--- config.mk ---
export PLATFORM = sky130hd
export DESIGN_NAME = vmtc_ram
export DESIGN_NICKNAME = d
export VERILOG_FILES = /design/src/rtl/vmtc_ram.sv
export SDC_FILE = /design/constraint.sdc
export NUM_CORES = 1
export LEC_CHECK = 0
export ABC_AREA = 1
export BUFFER_PORTS_ARGS = -buffer_cell sky130_fd_sc_hd__buf_4
export CORE_MARGIN = 5
export CORE_UTILIZATION = 60
export DETAILED_ROUTE_END_ITERATION = 10
export GPL_TIMING_DRIVEN = 0
export HOLD_SLACK_MARGIN = 0.06
export PLACE_DENSITY = 0.77
export SYNTH_ARGS = -nofsm -noshare
export SYNTH_HDL_FRONTEND = slang
export SYNTH_SLANG_ARGS = --single-unit
export TNS_END_PERCENT = 30
--- constraint.sdc ---
create_clock -name i_clk -period 2.4 [get_ports i_clk]
set_clock_uncertainty 0.1 [all_clocks]
set_input_delay 0.24 -clock i_clk [delete_from_list [all_inputs] [get_ports i_clk]]
set_output_delay 0.24 -clock i_clk [all_outputs]
set_load 0.02 [all_outputs]
--- src/rtl/vmtc_ram.sv ---
`timescale 1ns / 1ps
// ----------------------------------------------------------------------------
// Voxel mask topology counter RAM
// Simple dual-port RAM, registered read, write data forwarded on a collision.
// ----------------------------------------------------------------------------
module vmtc_ram #(
    parameter int DEPTH_W = 8,
    parameter int DATA_W  = 1
) (
    input  logic               i_clk,
    input  logic               i_we,
    input  logic [DEPTH_W-1:0] i_waddr,
    input  logic [DATA_W-1:0]  i_wdata,
    input  logic               i_re,
    input  logic [DEPTH_W-1:0] i_raddr,
    output logic [DATA_W-1:0]  o_rdata
);

    logic [DATA_W-1:0] r_mem [1 << DEPTH_W];
    logic [DATA_W-1:0] r_rdata;

    always_ff @(posedge i_clk) begin
        if (i_we) begin
            r_mem[i_waddr] <= i_wdata;
        end
    end

    // A read of the entry being written in the same cycle returns the new data.
    always_ff @(posedge i_clk) begin
        if (i_re) begin
            if (i_we && (i_waddr == i_raddr)) begin
                r_rdata <= i_wdata;
            end else begin
                r_rdata <= r_mem[i_raddr];
            end
        end
    end

    assign o_rdata = r_rdata;

endmodule

==> metrics <==
crit end category flip-flop; actual slew at the worst max-slew pin about 0.9 ns; maxcap violations 0; Fmax between 500 and 600 MHz; Critical Path AT approximately 2.1 ns; drt total wl roughly 35000 um; VDD IR-drop max between 0.6 and 0.7 mV; Lkg Pwr ~4.5 nW; clk buf depth 3; Clk Latency, worst-skew pair about 0.53 ns; CP most frequent cell nand3_1; DR WL/cell between 20 and 25 um; Cell Rows between 50 and 60; layout cells sized above 1 0.0767; cell count after placement 1494; #FFs+latches synth around 260; dpl hpwl 22400 um; Hold Path Class primary input to flip-flop; Rel. slew slack 0.386; TritonCTS Buffers 27; clock slew at reported path FFs approximately 0.060 ns; antenna violations before repair 0; Max Transition Viols Final 0; gp weighted congestion around 0.97; area leader, netlist edfxtp_1; sequential cell area fraction in the yosys report 0.659; GRT overflow 0; Unique masters post-synth 17; DRC 0; drt first pass iters 6; largest net degree at the start of global routing 149; Post-Route Setup TNS 0 ns; Min Hold Slack 0.0977 ns; critical path's slowest cell buf_2; area share of the leading cell type in the synthesized netlist 0.659; Die Y 150 um; Die ar. around 0.022 mm2; Area Overhead vs Synth 11.2%; number of fill cells in the layout 1500; syn nets ~1200; first-pass GRT wire length ~52000 um; CTS tree done; syn avg cell area approximately 9.7 um2; CP required ~2.6 ns; startpoint types primary input; final cycle utilization of the critical path 0.815; post_cts resized 0; synth top area cells edfxtp_1 66%, nand3_1 11%, nand2_1 10%; Power Dens Cells 740 mW/mm2; synthesized area 0.0117 mm2; routed vias/inst 6.18; Iter 0 DRT Violations about 1300; Seq. cell area slightly below 0.008 mm2; endpoints failing setup 0; Total GRT Usage 0.318; worst-path maximum fanout 10; DRT antenna net count 0; Die X 150 um; fin crit period around 2 ns; RSZ-0062 raised after global routing no; I/O pin count 21; Finished Layout Cells 1543; DR vias roughly 9500; Root Buffer clkbuf_16; vias in the first global route approximately 9000; n_diodes 0; number of synthesis warnings 0; Core ar. 0.0193 mm2; max incr delay on CP 0.39 ns; multi-input logic area about 0.0035 mm2; initial core utilization 0.606; PortBufs 15; crit path kind primary input to flip-flop; Placement Setup Slack ~0.029 ns; NumNets Final roughly 1300; Hold Violations, Final 0; Num Clock Sinks 257; H-tree Lvls 1; FF-to-FF setup slack ~0.62 ns; crit-path cells buf_4 -> inv_1 -> buf_2 -> buf_2 -> nand3_1 -> nand3_1 -> nand3_1 -> nand2_1 -> nand2_1 -> nand3_1 -> nand3_1 -> nand3_1 -> nand2_1 -> nand2_1 -> nand2_1; post-synthesis cell count around 1200; final worst slack ~0.44 ns; outcome finished clean
[logic make-up (layout without fill, tap and decap cells)]
logic type / after synthesis / count (layout) / synth area share
AO/OA/AOI/OAI: 1 / 1 / 0.000427
XOR/XNOR: 3 / 3 / 0.00224
buffers and inverters: 107 / 172 / 0.0390
flip-flops: 257 / 257 / 0.659
AND/OR/NAND/NOR: 845 / 845 / 0.299
[cell usage in the layout, fill, tap and decap left out, drive strengths merged]
cell	Yosys	final
nand2	316	316
clkinv	2	14
dlygate4sd3	0	1
clkbuf	43	75
nor2	271	271
nand2b	1	1
bufinv	0	2
clkinvlp	0	2
edfxtp	257	257
xor2	3	3
buf	45	61
inv	17	17
nand3	248	248
nand4	5	5
nor4	1	1
nor3	3	3
a21oi	1	1
[metrics by stage]
step / utilization / total power [mW] / cell area (um2)
final: 0.673 / 9.64 / 13000
after global routing: 0.673 / 9.84 / 13000
after CTS: 0.673 / 9.60 / 13000
after detailed placement: 0.630 / 5.75 / 12200
after global placement: 0.629 / 5.74 / 12200
after floorplan: - / 5.43 / 11700
[worst max-delay path: cells and delay by family]
kind / cells / cell delay, ns
and+or+nand+nor: 11 / 1.04
buffers and inverters: 4 / 0.85
[area by class of cell]
cell class | instances | share of cell area
flip-flops and latches | 257 | 0.593
multi-input cells | 849 | 0.272
clock buffers | 32 | 0.0533
plain buffers | 88 | 0.0296
well taps | 265 | 0.0255
repair buffers | 17 | 0.0118
clock inverters | 16 | 0.0100
inverters | 19 | 0.00548
[cells in the mapped netlist (all sizes together)]
master and count:
nor4 1, xor2 3, nand2b 1, nand4 5, clkinv 2, nand2 316
clkbuf 43, edfxtp 257, nor2 271, nand3 248, a21oi 1, inv 17
nor3 3, buf 45
[power breakdown]
group	internal, mW	total [mW]	switching (mW)
clock	2.27	3.95	1.68
combinational	0.174	0.736	0.562
sequential	4.95	4.95	0.00349
total	7.39	9.64	2.24
[final timing paths]
kind | start | endpoint | depth (start not counted)
setup reg to reg | r_mem[61] | o_rdata | 12
hold reg to reg | r_mem[86] | o_rdata | 12
hold / removal | i_raddr[7] | o_rdata | 5
setup / recovery | i_raddr[1] | o_rdata | 15
[state kept, by name, summed over array words and instances, names as in the netlist]
name and flops:
r_mem 256, o_rdata 1
[per-layer routing]
metal  routed length, um  vias up  GRT usage
li1                    -     4177          -
met1               12800     4489      0.435
met2               16000      735      0.506
met3                4980      132     0.0612
met4                1640        0      0.134
met5                   0        -          0
[timing repair]
action	CTS	global route
setup buffers	0	0
endpoints found under the hold margin	1	0
hold buffers	1	0
Note: power is estimated with default switching activity, not from simulation.
