<file path="config.mk">
export PLATFORM = sky130hd
export DESIGN_NAME = vmtc_count
export DESIGN_NICKNAME = d
export VERILOG_FILES = /design/src/rtl/vmtc_pkg.sv /design/src/rtl/vmtc_count.sv
export SDC_FILE = /design/constraint.sdc
export NUM_CORES = 1
export LEC_CHECK = 0
export BUFFER_PORTS_ARGS = -buffer_cell sky130_fd_sc_hd__clkbuf_2
export CAP_MARGIN = 20
export CORE_MARGIN = 2
export CORE_UTILIZATION = 39
export DETAILED_ROUTE_END_ITERATION = 8
export HOLD_SLACK_MARGIN = 0.15
export PLACE_DENSITY_LB_ADDON = 0.12
export RECOVER_POWER = 25
export SKIP_CTS_REPAIR_TIMING = 1
export SYNTH_ARGS = -nofsm -noshare
export SYNTH_HDL_FRONTEND = slang
export SYNTH_SLANG_ARGS = --single-unit
</file>
<file path="constraint.sdc">
create_clock -name i_clk -period 13.9 [get_ports i_clk]
set_input_delay 2.085 -clock i_clk [delete_from_list [all_inputs] [get_ports i_clk]]
set_output_delay 2.085 -clock i_clk [all_outputs]
set_load 0.02 [all_outputs]
</file>
<file path="src/rtl/vmtc_pkg.sv">
`timescale 1ns / 1ps
// ----------------------------------------------------------------------------
// Voxel mask topology counter package
// Shared widths, register indexes and count, scan and write-back types for the counter blocks.
// ----------------------------------------------------------------------------
package vmtc_pkg;

    localparam int MAX_X = 256;
    localparam int MAX_Y = 256;
    localparam int MAX_Z = 256;

    localparam int POS_X_W = $clog2(MAX_X);
    localparam int POS_Y_W = $clog2(MAX_Y);
    localparam int POS_Z_W = $clog2(MAX_Z);
    localparam int ADDR_W  = POS_X_W + POS_Y_W;

    localparam int CFG_W     = 9;
    localparam int CFG_IDX_W = 2;
    localparam int CNT_W     = 25;
    localparam int NUM_CNT   = 8;

    localparam logic [CFG_IDX_W-1:0] CFG_SIZE_X = 2'd0;
    localparam logic [CFG_IDX_W-1:0] CFG_SIZE_Y = 2'd1;
    localparam logic [CFG_IDX_W-1:0] CFG_SIZE_Z = 2'd2;

    localparam int CNT_VOXEL   = 0;
    localparam int CNT_X_EDGE  = 1;
    localparam int CNT_Y_EDGE  = 2;
    localparam int CNT_Z_EDGE  = 3;
    localparam int CNT_XY_FACE = 4;
    localparam int CNT_XZ_FACE = 5;
    localparam int CNT_YZ_FACE = 6;
    localparam int CNT_CUBE    = 7;

    typedef logic [CNT_W-1:0] t_count;
    typedef t_count [NUM_CNT-1:0] t_totals;

    // Position of the voxel whose request is being taken.
    typedef struct packed {
        logic [ADDR_W-1:0]  addr;
        logic [POS_X_W-1:0] x;
        logic               x_nz;
        logic               y_nz;
        logic               z_nz;
        logic               last;
    } t_scan;

    // Write-back of one processed voxel into the plane and line stores.
    typedef struct packed {
        logic               we;
        logic [ADDR_W-1:0]  addr;
        logic [POS_X_W-1:0] x;
        logic               v;
        logic               p0;
    } t_wb;

endpackage

</file>
<file path="src/rtl/vmtc_count.sv">
`timescale 1ns / 1ps
// ----------------------------------------------------------------------------
// Voxel mask topology counter pattern stage
// Matches each voxel against its neighbours, bumps the counters and holds
// the volume totals until they are taken.
// ----------------------------------------------------------------------------
module vmtc_count (
    input  logic              i_clk,
    input  logic              i_rst_n,
    input  logic              i_restart,
    input  logic              i_accept,
    input  logic              i_voxel,
    input  vmtc_pkg::t_scan   i_scan,
    input  logic              i_mem_p0,
    input  logic [1:0]        i_line,
    output logic              o_stall,
    output vmtc_pkg::t_wb     o_wb,
    output logic              o_valid,
    input  logic              i_ready,
    output vmtc_pkg::t_totals o_totals
);

    logic                         r_s1_valid;
    logic                         r_s1_v;
    vmtc_pkg::t_scan              r_s1_scan;
    logic                         r_hv;
    logic                         r_hp0;
    logic                         r_hcym;
    logic                         r_hpym;
    vmtc_pkg::t_totals            r_cnt;
    vmtc_pkg::t_totals            r_out;
    logic                         r_out_valid;
    vmtc_pkg::t_totals            w_sum;
    logic [vmtc_pkg::NUM_CNT-1:0] w_inc;
    logic                         w_adv;
    logic                         w_p0;
    logic                         w_cym;
    logic                         w_pym;
    logic                         w_cxm;
    logic                         w_pxm;
    logic                         w_cxym;
    logic                         w_pxym;

    // Neighbours at x-1 come from the previous voxel, which is in the same
    // row whenever x is non-zero.
    assign w_p0   = r_s1_scan.z_nz & i_mem_p0;
    assign w_cym  = r_s1_scan.y_nz & i_line[1];
    assign w_pym  = r_s1_scan.y_nz & i_line[0];
    assign w_cxm  = r_s1_scan.x_nz & r_hv;
    assign w_pxm  = r_s1_scan.x_nz & r_hp0;
    assign w_cxym = r_s1_scan.x_nz & r_hcym;
    assign w_pxym = r_s1_scan.x_nz & r_hpym;

    always_comb begin
        w_inc = '0;
        w_inc[vmtc_pkg::CNT_VOXEL]   = r_s1_v;
        w_inc[vmtc_pkg::CNT_X_EDGE]  = r_s1_v & w_cxm;
        w_inc[vmtc_pkg::CNT_Y_EDGE]  = r_s1_v & w_cym;
        w_inc[vmtc_pkg::CNT_Z_EDGE]  = r_s1_v & w_p0;
        w_inc[vmtc_pkg::CNT_XY_FACE] = r_s1_v & w_cxm & w_cym & w_cxym;
        w_inc[vmtc_pkg::CNT_XZ_FACE] = r_s1_v & w_cxm & w_p0 & w_pxm;
        w_inc[vmtc_pkg::CNT_YZ_FACE] = r_s1_v & w_cym & w_p0 & w_pym;
        w_inc[vmtc_pkg::CNT_CUBE]    = r_s1_v & w_cxm & w_cym & w_cxym &
                                       w_p0 & w_pxm & w_pym & w_pxym;
        for (int k = 0; k < vmtc_pkg::NUM_CNT; k++) begin
            w_sum[k] = r_cnt[k] + vmtc_pkg::CNT_W'(w_inc[k]);
        end
    end

    // The last voxel of a volume waits while the previous totals are unclaimed.
    assign o_stall = r_s1_valid & r_s1_scan.last & r_out_valid & ~i_ready;
    assign w_adv   = r_s1_valid & ~o_stall;

    always_ff @(posedge i_clk) begin
        if (!i_rst_n) begin
            r_s1_valid  <= 1'b0;
            r_out_valid <= 1'b0;
            r_cnt       <= '0;
        end else begin
            if (i_accept) begin
                r_s1_valid <= 1'b1;
            end else if (w_adv) begin
                r_s1_valid <= 1'b0;
            end

            if (w_adv && r_s1_scan.last) begin
                r_out_valid <= 1'b1;
            end else if (i_ready) begin
                r_out_valid <= 1'b0;
            end

            if (i_restart || (w_adv && r_s1_scan.last)) begin
                r_cnt <= '0;
            end else if (w_adv) begin
                r_cnt <= w_sum;
            end
        end
    end

    always_ff @(posedge i_clk) begin
        if (i_accept) begin
            r_s1_v    <= i_voxel;
            r_s1_scan <= i_scan;
        end
        if (w_adv) begin
            r_hv   <= r_s1_v;
            r_hp0  <= w_p0;
            r_hcym <= w_cym;
            r_hpym <= w_pym;
        end
        if (w_adv && r_s1_scan.last) begin
            r_out <= w_sum;
        end
    end

    assign o_wb.we   = w_adv;
    assign o_wb.addr = r_s1_scan.addr;
    assign o_wb.x    = r_s1_scan.x;
    assign o_wb.v    = r_s1_v;
    assign o_wb.p0   = w_p0;

    assign o_valid  = r_out_valid;
    assign o_totals = r_out;

endmodule

</file>
==> results.py <==
metrics = {
    "sta": {
        "skew_ps": 8.81,
        "slew_violations": 64,
        "final.min_clock_period_ps": 6650,
        "hold_viol_final": 0,
        "tightest_slew_ps": 4020,
        "grt_setup_unrepaired": "no",
        "setup_violations": 0,
        "fin_crit_sh": 0.478,
        "relSlewSlack": -1.68,
        "tns_ps": 0,
        "max_freq_mhz": 150,
    },
    "clocking": {
        "htree_num_levels": 2,
        "cts_tree": "built",
        "path_clk_slew_ps": 60,
        "clock-sinks": 435,
        "root_buffer": "clkbuf_16",
        "numCtsBuffers": 49,
        "clockBufferDepth": 3,
        "clock_latency_ps": 580,
    },
    "synthesis": {
        "postSynthNetCount": 1920,
        "synthesis.yosys.warnings": 0,
        "ys.flop_type": "edfxtp_1",
        "ys_ff_latch": 435,
        "synth_edf_count": 233,
        "synthDistinctLibCells": 45,
        "synth.avg_cell_area_um2": 10.6,
        "syn_area_um2": 19800,
        "seq_area_frac_synth": 0.558,
        "ys_async_sr_fraction": 0,
        "netlist_instances": 1867,
    },
    "final_layout": {
        "syn2layout_area_growth_pct": 16.3,
        "fillers": 4716,
        "final_common_cell": "clkbuf_2",
        "postLayoutCellArea_um2": 23000,
        "drive_above_1_share": 0.167,
        "layout.nets": 2096,
        "multi_input_area_um2": 8010,
        "diodes": 0,
        "layout.area.seq_um2": 11000,
        "most-common-layout-cells": "clkbuf_2 (243), edfxtp_1 (233), dfxtp_1 (201), nand2_1 (144), a21oi_1 (137)",
    },
    "placement": {
        "gp_congestion": 0.781,
        "numPortBuffers": 265,
        "dpl_cell_area_um2": 21400,
        "hpwlAfterDp_mm": 31.6,
    },
    "die": {
        "rows": 82,
        "die_h_um": 229,
        "die_w_um": 229,
        "io_pins": 266,
        "core_um2": 50200,
        "start_util": 0.394,
        "dieArea_um2": 52600,
    },
    "pwr": {
        "p_total_uw": 2820,
        "leakagePower_uw": 0.00824,
        "power_density_nw_per_um2": 122,
        "vdd_drop_max_mv": 0.0937,
    },
    "worst_setup_path": {
        "crit_path_end_kind": "primary output",
        "crit_fanout": 80,
        "cp-endpoint": "o_wb[26]",
        "critPathArrivalTime_ps": 4560,
        "rr_worst_depth": 4,
        "crit_path_start_kind": "primary input",
        "crit_type": "primary input to primary output",
        "reg2reg_slack_ps": 8240,
        "r2r-end": "o_totals[183]$_DFFE_PP_",
        "crit_start": "i_ready",
        "r2r-start": "r_s1_valid$_SDFFE_PN0P_",
        "crit_required_ps": 11810,
    },
    "grt": {
        "grt_use_met1": 0.253,
        "grt_antenna_before_repair": 1,
        "grtUsageMet2": 0.288,
        "busiest_layer": "met2",
        "grt_use_total": 0.182,
        "grt_overflow": 0,
        "gr-usage-met3": 0.0371,
        "grt_pass1_vias": 13845,
        "grt_pass1_wl_mm": 76.7,
        "grt_max_degree": 81,
    },
    "drt": {
        "drc": 0,
        "vias_per_cell": 5.35,
        "dr.pass1.iters": 5,
        "final_antenna_net_count": 0,
        "num_vias": 14735,
        "post_drt_wl_per_cell_um": 17.7,
        "drtIter0Drc": 963,
        "drt_wl_total_mm": 48.8,
    },
    "status": {
        "failed_checks": "max-capacitance violations, max-slew violations",
        "status": "finished, violations left",
    },
    "job": {
        "cap_violations": 2,
    },
    "min_path": {
        "min_path_type": "flop to flop",
    },
}
==> layer usage <==
layer,vias to the layer above,part of all wire
met5,-,0.00027
met4,2,0.020
met3,65,0.056
met2,354,0.46
met1,7080,0.47
li1,7234,-
==> cell usage after synthesis, drive strengths merged, types with 41 or more instances <==
library cell  count  area share
a21oi           138       0.035
buf              52       0.016
clkbuf           99       0.019
dfxtp           202        0.20
edfxtp          233        0.35
nand2           145       0.028
nand3            91       0.024
nand4            77       0.024
nor2            100       0.019
nor3             41       0.010
o31ai            77       0.029
or3              53       0.017
or4              92       0.035
xnor2           124       0.055
xor2            100       0.044
==> cell families after synthesis <==
family | count (synthesis) | share of synthesized area
flops | 435 | 0.558
compound gates | 268 | 0.0797
buf+inv | 165 | 0.0377
simple gates | 743 | 0.207
mux | 16 | 0.00816
xor+xnor | 224 | 0.0991
fa+ha+maj | 16 | 0.0101
==> per-stage QoR <==
step | hold WS (ps) | worst slack [ps] | util | instances
final | 458 | 7250 | 0.459 | 2753
after global routing | 481 | 7010 | 0.459 | 2753
after CTS | 460 | 7230 | 0.460 | 2752
after detailed placement | 451 | 7230 | 0.426 | 2663
after global placement | 446 | 7240 | 0.426 | 2663
after floorplan | 440 | 6530 | - | 1867
==> where the power goes <==
part,switching (uW),total [uW],internal [uW]
sequential,6.75,1370,1370
combinational,67.8,84.1,16.4
clock,530,1360,830
total,604,2820,2210
==> flip-flops by register name (all words and copies together), names as in the netlist <==
| name | count |
|---|---|
| o_totals | 200 |
| r_hp0 | 1 |
| r_cnt | 200 |
| r_s1_v | 1 |
| r_hv | 1 |
| r_hcym | 1 |
| r_s1_scan | 4 |
| r_hpym | 1 |
| o_wb | 24 |
| o_valid | 1 |
| r_s1_valid | 1 |
==> layout make-up <==
type | instances | share of cell area
Clock inverter | 26 | 0.0135
Multi-Input combinational cell | 1267 | 0.348
Tap cell | 672 | 0.0365
Inverter | 14 | 0.00228
Timing Repair Buffer | 276 | 0.0599
Clock buffer | 63 | 0.0601
Sequential cell | 435 | 0.480
==> worst min path at each step <==
| stage | cells past startpoint | from | slack (ps) | to |
|---|---|---|---|---|
| floorplan | 2 | r_cnt[0]$_SDFFE_PP0P_ | 440 | r_cnt[0]$_SDFFE_PP0P_ |
| finish | 2 | r_cnt[0]$_SDFFE_PP0P_ | 460 | r_cnt[0]$_SDFFE_PP0P_ |
| global placement | 2 | r_cnt[0]$_SDFFE_PP0P_ | 450 | r_cnt[0]$_SDFFE_PP0P_ |
| CTS | 2 | r_cnt[100]$_SDFFE_PP0P_ | 460 | r_cnt[100]$_SDFFE_PP0P_ |
| detailed placement | 2 | r_cnt[100]$_SDFFE_PP0P_ | 450 | r_cnt[100]$_SDFFE_PP0P_ |
| global route | 2 | r_cnt[25]$_SDFFE_PP0P_ | 480 | r_cnt[25]$_SDFFE_PP0P_ |
==> critical path, cell delays in order <==
cell	delay, ps
clkbuf_1	100
nand3b_1	110
buf_4	510
nand2_4	550
inv_2	860
clkbuf_2	300
(Power assumes the default switching activity.)
