### src/rtl/vmtc_pkg.sv
`timescale 1ns / 1ps
// ----------------------------------------------------------------------------
// Voxel mask topology counter package
// Shared widths, register indexes and count, scan and write-back types for the counter blocks.
// ----------------------------------------------------------------------------
package vmtc_pkg;

    localparam int MAX_X = 256;
    localparam int MAX_Y = 256;
    localparam int MAX_Z = 256;

    localparam int POS_X_W = $clog2(MAX_X);
    localparam int POS_Y_W = $clog2(MAX_Y);
    localparam int POS_Z_W = $clog2(MAX_Z);
    localparam int ADDR_W  = POS_X_W + POS_Y_W;

    localparam int CFG_W     = 9;
    localparam int CFG_IDX_W = 2;
    localparam int CNT_W     = 25;
    localparam int NUM_CNT   = 8;

    localparam logic [CFG_IDX_W-1:0] CFG_SIZE_X = 2'd0;
    localparam logic [CFG_IDX_W-1:0] CFG_SIZE_Y = 2'd1;
    localparam logic [CFG_IDX_W-1:0] CFG_SIZE_Z = 2'd2;

    localparam int CNT_VOXEL   = 0;
    localparam int CNT_X_EDGE  = 1;
    localparam int CNT_Y_EDGE  = 2;
    localparam int CNT_Z_EDGE  = 3;
    localparam int CNT_XY_FACE = 4;
    localparam int CNT_XZ_FACE = 5;
    localparam int CNT_YZ_FACE = 6;
    localparam int CNT_CUBE    = 7;

    typedef logic [CNT_W-1:0] t_count;
    typedef t_count [NUM_CNT-1:0] t_totals;

    // Position of the voxel whose request is being taken.
    typedef struct packed {
        logic [ADDR_W-1:0]  addr;
        logic [POS_X_W-1:0] x;
        logic               x_nz;
        logic               y_nz;
        logic               z_nz;
        logic               last;
    } t_scan;

    // Write-back of one processed voxel into the plane and line stores.
    typedef struct packed {
        logic               we;
        logic [ADDR_W-1:0]  addr;
        logic [POS_X_W-1:0] x;
        logic               v;
        logic               p0;
    } t_wb;

endpackage

### src/rtl/vmtc_scan.sv
`timescale 1ns / 1ps
// ----------------------------------------------------------------------------
// Voxel mask topology counter scan
// Size registers and the raster position and plane address of the next voxel.
// ----------------------------------------------------------------------------
module vmtc_scan (
    input  logic                          i_clk,
    input  logic                          i_rst_n,
    input  logic                          i_cfg_we,
    input  logic [vmtc_pkg::CFG_IDX_W-1:0] i_cfg_idx,
    input  logic [vmtc_pkg::CFG_W-1:0]     i_cfg_data,
    input  logic                          i_accept,
    output logic                          o_restart,
    output vmtc_pkg::t_scan               o_scan
);

    logic [vmtc_pkg::POS_X_W-1:0] r_sx_m1;
    logic [vmtc_pkg::POS_Y_W-1:0] r_sy_m1;
    logic [vmtc_pkg::POS_Z_W-1:0] r_sz_m1;
    logic [vmtc_pkg::POS_X_W-1:0] r_x;
    logic [vmtc_pkg::POS_Y_W-1:0] r_y;
    logic [vmtc_pkg::POS_Z_W-1:0] r_z;
    logic [vmtc_pkg::ADDR_W-1:0]  r_addr;
    logic                         w_last_x;
    logic                         w_last_y;
    logic                         w_last_z;
    logic                         w_restart;

    // Returns the size minus one, with zero taken as one and the limit applied.
    function automatic logic [11:0] size_m1(input logic [vmtc_pkg::CFG_W-1:0] w,
                                            input int lim);
        logic [11:0] r;
        if (w == '0) begin
            r = '0;
        end else if (32'(w) > lim) begin
            r = 12'(lim - 1);
        end else begin
            r = 12'(w) - 12'd1;
        end
        return r;
    endfunction

    assign w_restart = i_cfg_we && ((i_cfg_idx == vmtc_pkg::CFG_SIZE_X) ||
                                    (i_cfg_idx == vmtc_pkg::CFG_SIZE_Y) ||
                                    (i_cfg_idx == vmtc_pkg::CFG_SIZE_Z));

    assign w_last_x = (r_x == r_sx_m1);
    assign w_last_y = (r_y == r_sy_m1);
    assign w_last_z = (r_z == r_sz_m1);

    always_ff @(posedge i_clk) begin
        if (!i_rst_n) begin
            r_sx_m1 <= vmtc_pkg::POS_X_W'(vmtc_pkg::MAX_X - 1);
            r_sy_m1 <= vmtc_pkg::POS_Y_W'(vmtc_pkg::MAX_Y - 1);
            r_sz_m1 <= vmtc_pkg::POS_Z_W'(vmtc_pkg::MAX_Z - 1);
            r_x     <= '0;
            r_y     <= '0;
            r_z     <= '0;
            r_addr  <= '0;
        end else if (w_restart) begin
            case (i_cfg_idx)
                vmtc_pkg::CFG_SIZE_X: begin
                    r_sx_m1 <= vmtc_pkg::POS_X_W'(size_m1(i_cfg_data, vmtc_pkg::MAX_X));
                end
                vmtc_pkg::CFG_SIZE_Y: begin
                    r_sy_m1 <= vmtc_pkg::POS_Y_W'(size_m1(i_cfg_data, vmtc_pkg::MAX_Y));
                end
                vmtc_pkg::CFG_SIZE_Z: begin
                    r_sz_m1 <= vmtc_pkg::POS_Z_W'(size_m1(i_cfg_data, vmtc_pkg::MAX_Z));
                end
                default: begin
                end
            endcase
            r_x    <= '0;
            r_y    <= '0;
            r_z    <= '0;
            r_addr <= '0;
        end else if (i_accept) begin
            if (!w_last_x) begin
                r_x    <= r_x + 1'b1;
                r_addr <= r_addr + 1'b1;
            end else begin
                r_x <= '0;
                if (!w_last_y) begin
                    r_y    <= r_y + 1'b1;
                    r_addr <= r_addr + 1'b1;
                end else begin
                    r_y    <= '0;
                    r_addr <= '0;
                    if (w_last_z) begin
                        r_z <= '0;
                    end else begin
                        r_z <= r_z + 1'b1;
                    end
                end
            end
        end
    end

    assign o_restart   = w_restart;
    assign o_scan.addr = r_addr;
    assign o_scan.x    = r_x;
    assign o_scan.x_nz = (r_x != '0);
    assign o_scan.y_nz = (r_y != '0);
    assign o_scan.z_nz = (r_z != '0);
    assign o_scan.last = w_last_x && w_last_y && w_last_z;

endmodule

### config.mk
export PLATFORM = sky130hd
export DESIGN_NAME = vmtc_scan
export DESIGN_NICKNAME = d
export VERILOG_FILES = /design/src/rtl/vmtc_pkg.sv /design/src/rtl/vmtc_scan.sv
export SDC_FILE = /design/constraint.sdc
export NUM_CORES = 1
export LEC_CHECK = 0
export ABC_AREA = 1
export BUFFER_PORTS_ARGS = -buffer_cell sky130_fd_sc_hd__buf_4
export CORE_UTILIZATION = 55
export DETAILED_ROUTE_END_ITERATION = 8
export PLACE_DENSITY = 0.79
export SLEW_MARGIN = 20
export SYNTH_ARGS = -nofsm -noshare
export SYNTH_HDL_FRONTEND = slang
export SYNTH_SLANG_ARGS = --single-unit
### constraint.sdc
create_clock -name i_clk -period 2.1 [get_ports i_clk]
set_input_delay 0.105 -clock i_clk [delete_from_list [all_inputs] [get_ports i_clk]]
set_output_delay 0.105 -clock i_clk [all_outputs]
set_load 0.02 [all_outputs]
==> flow_summary_export.csv, run 1 <==
group,metric,value,unit
placement,io_buffers,43,
floorplanning,die_x,84.03,microns
power_and_ir_drop,power_switching,648.5,uW
outcome,status,"finished, violations left",
layout,fill_cells,558,
layout,drive_above_1_share,15.26,%
timing,slew_viol_final,0,
clocking,htreeDepth,3,
clocking,postCtsSetupRepairBufs,0,
timing,holdWs,107.5,ps
critical_path,path_class,"reg -> out",
route,wl_per_cell,11.83,microns
critical_path,critPathRequiredTime,2000,ps
layout,layout.nets,622,
critical_path,reg2regPathDepth,10,
layout,register_area,0.001281,sq mm
placement,dpl_cell_area,0.004063,sq mm
synthesis,synth_cell_type_count,35,
timing,setup_viol,0,
outcome,violations,"design-rule violations",
critical_path,worstPathMaxFanout,8,
route,vias,3428,
floorplanning,start_util,57.63,%
floorplanning,pin_count,44,
synthesis,synth_ff_type,"dfxtp_1",
power_and_ir_drop,static-leakage-power,0.001910,uW
clocking,cts_sinks,64,
route,drc,8,
floorplanning,die_area,0.007061,sq mm
power_and_ir_drop,power_frac_seq,48.0,%
layout,layout_commonest_cell,"nand2_1",
timing,layout_setup_ws,177.5,ps
clocking,cts_resized,0,
route,vias_per_cell,5.041,
clocking,ctsHoldBuffers,0,
floorplanning,die_y,84.03,microns
hold_path,holdPathStages,4,
floorplanning,core_area,0.006422,sq mm
critical_path,start_kind,"flop",
global_routing,grtUsageTotal,24.19,%
hold_path,hold_path.startpoint,"i_cfg_idx[1]",
layout,design_area,0.004275,sq mm
clocking,cts_tree,"yes",
power_and_ir_drop,internal-power,1994,uW
synthesis,synthAdderAreaFrac,3.043,%
synthesis,syn_inst,554,
synthesis,synthXorXnorAreaFrac,8.283,%
layout,most-common-layout-cells,"nand2_1, dfxtp_1, nor2_1",
route,ant_nets,0,
layout,multiInputGateArea,0.002081,sq mm
global_routing,grt_pass1_vias,3120,
timing,clock_skew,10.08,ps
power_and_ir_drop,vdd_drop_max,338.9,uV
critical_path,cp.arrival,1820,ps
timing,relSlewSlack,66.46,%
synthesis,synth_compound_area_share,8.654,%
layout,antenna_cells,0,
clocking,cts.path.max_buffers,2,
timing,min_period_over_period,91.55,%
synthesis,yosys_register_bits,64,
timing,hold_viol_final,0,
timing,period_needed,1923,ps
synthesis,synth_nets,578,
critical_path,crit_start,"r_y[0]$_SDFFE_PP0P_",
synthesis,synth_edf_count,0,
layout,area_delta_synth_final,15.52,%
synthesis,ys_warn_count,0,
route,drt-pass1-iter-count,6,
synthesis,netlist_area,0.003701,sq mm
power_and_ir_drop,clock_power_share,43.6,%
critical_path,reg2reg_from,"r_x[3]$_SDFFE_PP0P_",
synthesis,avgSynthCellArea,6.681,sq um
global_routing,grt_antenna_before_repair,0,
synthesis,yosysSeqAreaShare,34.62,%
global_routing,grt_pass1_wl,13820,microns
global_routing,grt_max_degree,26,
hold_path,hp-class,"in -> reg",
synthesis,async_flop_share,0,%
timing,setup_tns,0,ps
timing,tightest_slew,500.4,ps
route,dr.first_iter.drc_count,281,
synthesis,muxShareOfSynthArea,0,%
power_and_ir_drop,pwr_density_cell,618.0,mW/mm^2
clocking,path_clk_slew,70,ps
placement,pre_cts_ws,462.4,ps
synthesis,synthSimpleGateAreaFrac,36.24,%
clocking,worstSkewPairLatency,350,ps
flow_run,drv_cap,0,
timing,fmax,520.2,MHz
power_and_ir_drop,combinationalPowerShare,8.4,%
floorplanning,num_rows,29,
power_and_ir_drop,switching_share,24.54,%
clocking,root_buffer,"clkbuf_8",
timing,grt_setup_unrepaired,"no",
synthesis,synth_top_family_by_area,"simple AND/OR/NAND/NOR gates",
critical_path,crit_path_end_kind,"output pin",
layout,utilization,66.57,%
global_routing,overflow,0,
placement,gp_congestion,0.8739,
placement,dp_hpwl,6036,microns
clocking,cts_made_buffers,9,
route,wirelength,8047,microns
## registers in the layout, indices dropped and copies added, names as in the netlist
signal / flops
r_z: 8
r_addr: 16
r_sx_m1: 8
r_y: 8
r_sz_m1: 8
r_x: 8
r_sy_m1: 8
## per-layer routing
metal  global-route usage, %  share of wire (%)  vias up
li1                        -                  -     1825
met1                   32.00                 47     1497
met2                   38.45                 46       92
met3                   4.748                5.6       14
met4                   10.19                2.0        0
met5                       0                  0        -
## worst max-delay path, cell delays in order, from the launching register on
cell     delay, ps
dfxtp_1        420
inv_1          110
nand2_1         70
nand2_1         50
nor2_1         110
nand2_1        140
nor2_8         180
nand2_1         90
nor2_1         150
buf_4          160
## cells in the mapped netlist (4+ instances only)
cell,number,share of area [%]
o21ai_0,7,0.95
nor3_1,10,1.4
inv_2,10,1.0
dfxtp_1,64,35
nor4_1,4,0.68
a21oi_1,45,6.1
xnor2_1,7,1.7
nor2_1,61,6.2
inv_1,56,5.7
nand4_1,12,2.0
ha_1,9,3.0
nor2_2,13,2.2
nand3_1,18,2.4
xor2_1,28,6.6
nand2_1,173,18
## logic make-up (layout without fill, tap and decap cells)
logic type	count (synthesis)	after routing
buf+inv	82	131
compound gates	61	61
flops	64	64
fa+ha+maj	9	9
simple gates	303	303
xor+xnor	35	35
## power by group through the flow
stage | combinational, uW | sequential, uW | clock [uW]
floorplan | 151 | 1290 | 0
global placement | 217 | 1290 | 0
detailed placement | 221 | 1290 | 0
CTS | 223 | 1270 | 1160
global route | 252 | 1270 | 1210
finish | 223 | 1270 | 1150
## layout make-up
class / instances / area share (%)
Clock buffer: 11 / 3.073
Clock inverter: 5 / 1.902
Inverter: 69 / 6.058
Multi-Input combinational cell: 408 / 48.67
Sequential cell: 64 / 29.97
Tap cell: 77 / 2.253
Timing Repair Buffer: 46 / 8.077
## metrics by stage
stage               cells  total power, uW
floorplan             554             1444
global placement      664             1510
detailed placement    664             1515
CTS                   680             2653
global route          680             2731
finish                680             2642
## worst paths after layout
kind	end	slack [ps]
hold / removal	r_sy_m1[2]$_SDFFE_PN1P_	110
setup reg to reg	r_z[2]$_SDFFE_PP0P_	420
hold reg to reg	r_sz_m1[3]$_SDFFE_PN1P_	500
setup / recovery	o_scan[0]	180
Note: power is estimated with default switching activity, not from simulation.
==> run 2: changes to the inputs <==
- PLACE_DENSITY: 0.79 -> 0.81
==> run 2 against run 1 <==
  * The flow still finishes with violations (design-rule violations)
  * Die area did not move
  * First-iteration DRC count fell by 46%
  * Final area fell by 1.1%
==> flow_summary_export.csv, run 2 (synthesis gave the netlist of run 1 again) <==
group,metric,value,unit
clocking,cts_tree,"yes",
timing,setup_viol,0,
timing,slew_viol_final,0,
power_and_ir_drop,static-leakage-power,0.001891,uW
layout,design_area,0.004229,sq mm
route,drc,10,
hold_path,hp-class,"in -> reg",
floorplanning,start_util,57.63,%
critical_path,worstPathMaxFanout,8,
route,wirelength,8230,microns
placement,io_buffers,43,
outcome,status,"finished, violations left",
layout,register_area,0.001281,sq mm
layout,fill_cells,590,
floorplanning,die_x,84.03,microns
floorplanning,core_area,0.006422,sq mm
global_routing,grt_pass1_wl,13770,microns
layout,drive_above_1_share,14.95,%
route,vias_per_cell,5.066,
timing,setup_tns,0,ps
critical_path,start_kind,"flop",
layout,most-common-layout-cells,"nand2_1, dfxtp_1, nor2_1",
critical_path,cp.arrival,1840,ps
layout,layout.nets,623,
placement,gp_congestion,0.8430,
floorplanning,die_y,84.03,microns
clocking,cts_made_buffers,9,
global_routing,grt_max_degree,25,
timing,clock_skew,8.145,ps
route,ant_nets,0,
layout,area_delta_synth_final,14.27,%
clocking,root_buffer,"clkbuf_8",
timing,fmax,513.1,MHz
flow_run,drv_cap,0,
clocking,worstSkewPairLatency,340,ps
clocking,cts_sinks,64,
floorplanning,num_rows,29,
placement,dp_hpwl,6325,microns
layout,antenna_cells,0,
placement,dpl_cell_area,0.004070,sq mm
outcome,violations,"design-rule violations",
global_routing,grt_antenna_before_repair,0,
timing,min_period_over_period,92.80,%
timing,period_needed,1949,ps
global_routing,overflow,0,
clocking,path_clk_slew,60,ps
route,vias,3440,
power_and_ir_drop,pwr_density_cell,559.8,mW/mm^2
critical_path,path_class,"reg -> out",
critical_path,critPathRequiredTime,2000,ps
critical_path,crit_path_end_kind,"output pin",
layout,largest_reg_flops,16,
power_and_ir_drop,vdd_drop_max,314.4,uV
clocking,htreeDepth,3,
route,wl_per_cell,12.12,microns
floorplanning,die_area,0.007061,sq mm
timing,relSlewSlack,69.20,%
floorplanning,pin_count,44,
timing,hold_viol_final,0,
layout,top_register,"r_addr",
clocking,ctsHoldBuffers,0,
timing,grt_setup_unrepaired,"no",
layout,layout_commonest_cell,"nand2_1",
route,drt-pass1-iter-count,6,
route,dr.first_iter.drc_count,152,
global_routing,grt_pass1_vias,3087,
clocking,cts.path.max_buffers,2,
timing,tightest_slew,457.2,ps
global_routing,grtUsageTotal,24.43,%
layout,multiInputGateArea,0.002086,sq mm
run 2: cell types whose count changed in the layout (fill, tap and decap cells not counted):
| cell | delta |
|---|---|
| buf_4 | +1 |
| bufinv_16 | -2 |
| clkbuf_1 | +1 |
| clkbuf_8 | +1 |
| clkinv_4 | -1 |
| clkinvlp_4 | -1 |
| nor2_2 | -1 |
| nor2_4 | +1 |
run 2: cell type report:
cell class	count	area share, %
well taps	77	2.278
repair buffers	47	8.343
flip-flops and latches	64	30.30
inverters	69	6.124
multi-input cells	408	49.32
clock buffers	13	3.521
clock inverters	1	0.1183
run 2: worst paths after layout:
kind	from	end	slack [ps]	depth (start not counted)
min	i_cfg_idx[1]	r_sy_m1[2]$_SDFFE_PN1P_	110	4
max reg2reg	r_y[2]$_SDFFE_PP0P_	r_z[1]$_SDFFE_PP0P_	450	11
max	r_y[2]$_SDFFE_PP0P_	o_scan[0]	150	9
min reg2reg	r_sy_m1[1]$_SDFFE_PN1P_	r_sy_m1[1]$_SDFFE_PN1P_	510	2
run 2: layer usage:
layer / part of all wire (%) / track usage [%]
met2: 48 / 41.58
met4: 0.62 / 10.50
met1: 48 / 30.52
met3: 3.1 / 3.858
met5: 0 / 0
run 2: per-stage QoR:
step / worst slack (ps) / cells / hold WS (ps) / total power [uW] / utilization (%)
3_3_place_gp: 509.4 / 665 / 444.7 / 1510 / 63.37
4_1_cts: 102.6 / 679 / 90.17 / 2390 / 65.77
3_5_place_dp: 444.0 / 665 / 451.3 / 1518 / 63.37
2_1_floorplan: 499.1 / 554 / 312.8 / 1444 / -
5_1_grt: 13.34 / 679 / 119.7 / 2474 / 65.85
6_report: 151.2 / 679 / 106.6 / 2367 / 65.85
run 2: what timing repair did:
item                       CTS  global route
gates resized for setup      0             1
buffers inserted             0             0
setup endpoints to repair    0             1
run 2: report_power, final:
part	leakage [uW]	internal, uW	total (uW)	switching [uW]
combinational	0.00129	84.8	224	139
clock	0.0000794	447	875	428
sequential	0.000520	1240	1270	25.8
total	0.00189	1770	2370	593
run 2: worst max-delay path, cell delays in order, from the launching register on:
cell	delay (ps)
dfxtp_1	510
inv_2	50
nand2_1	70
nand2_1	70
nor2_2	110
nand2_2	100
nor2_8	180
nand2_1	120
nor2_1	150
buf_4	160
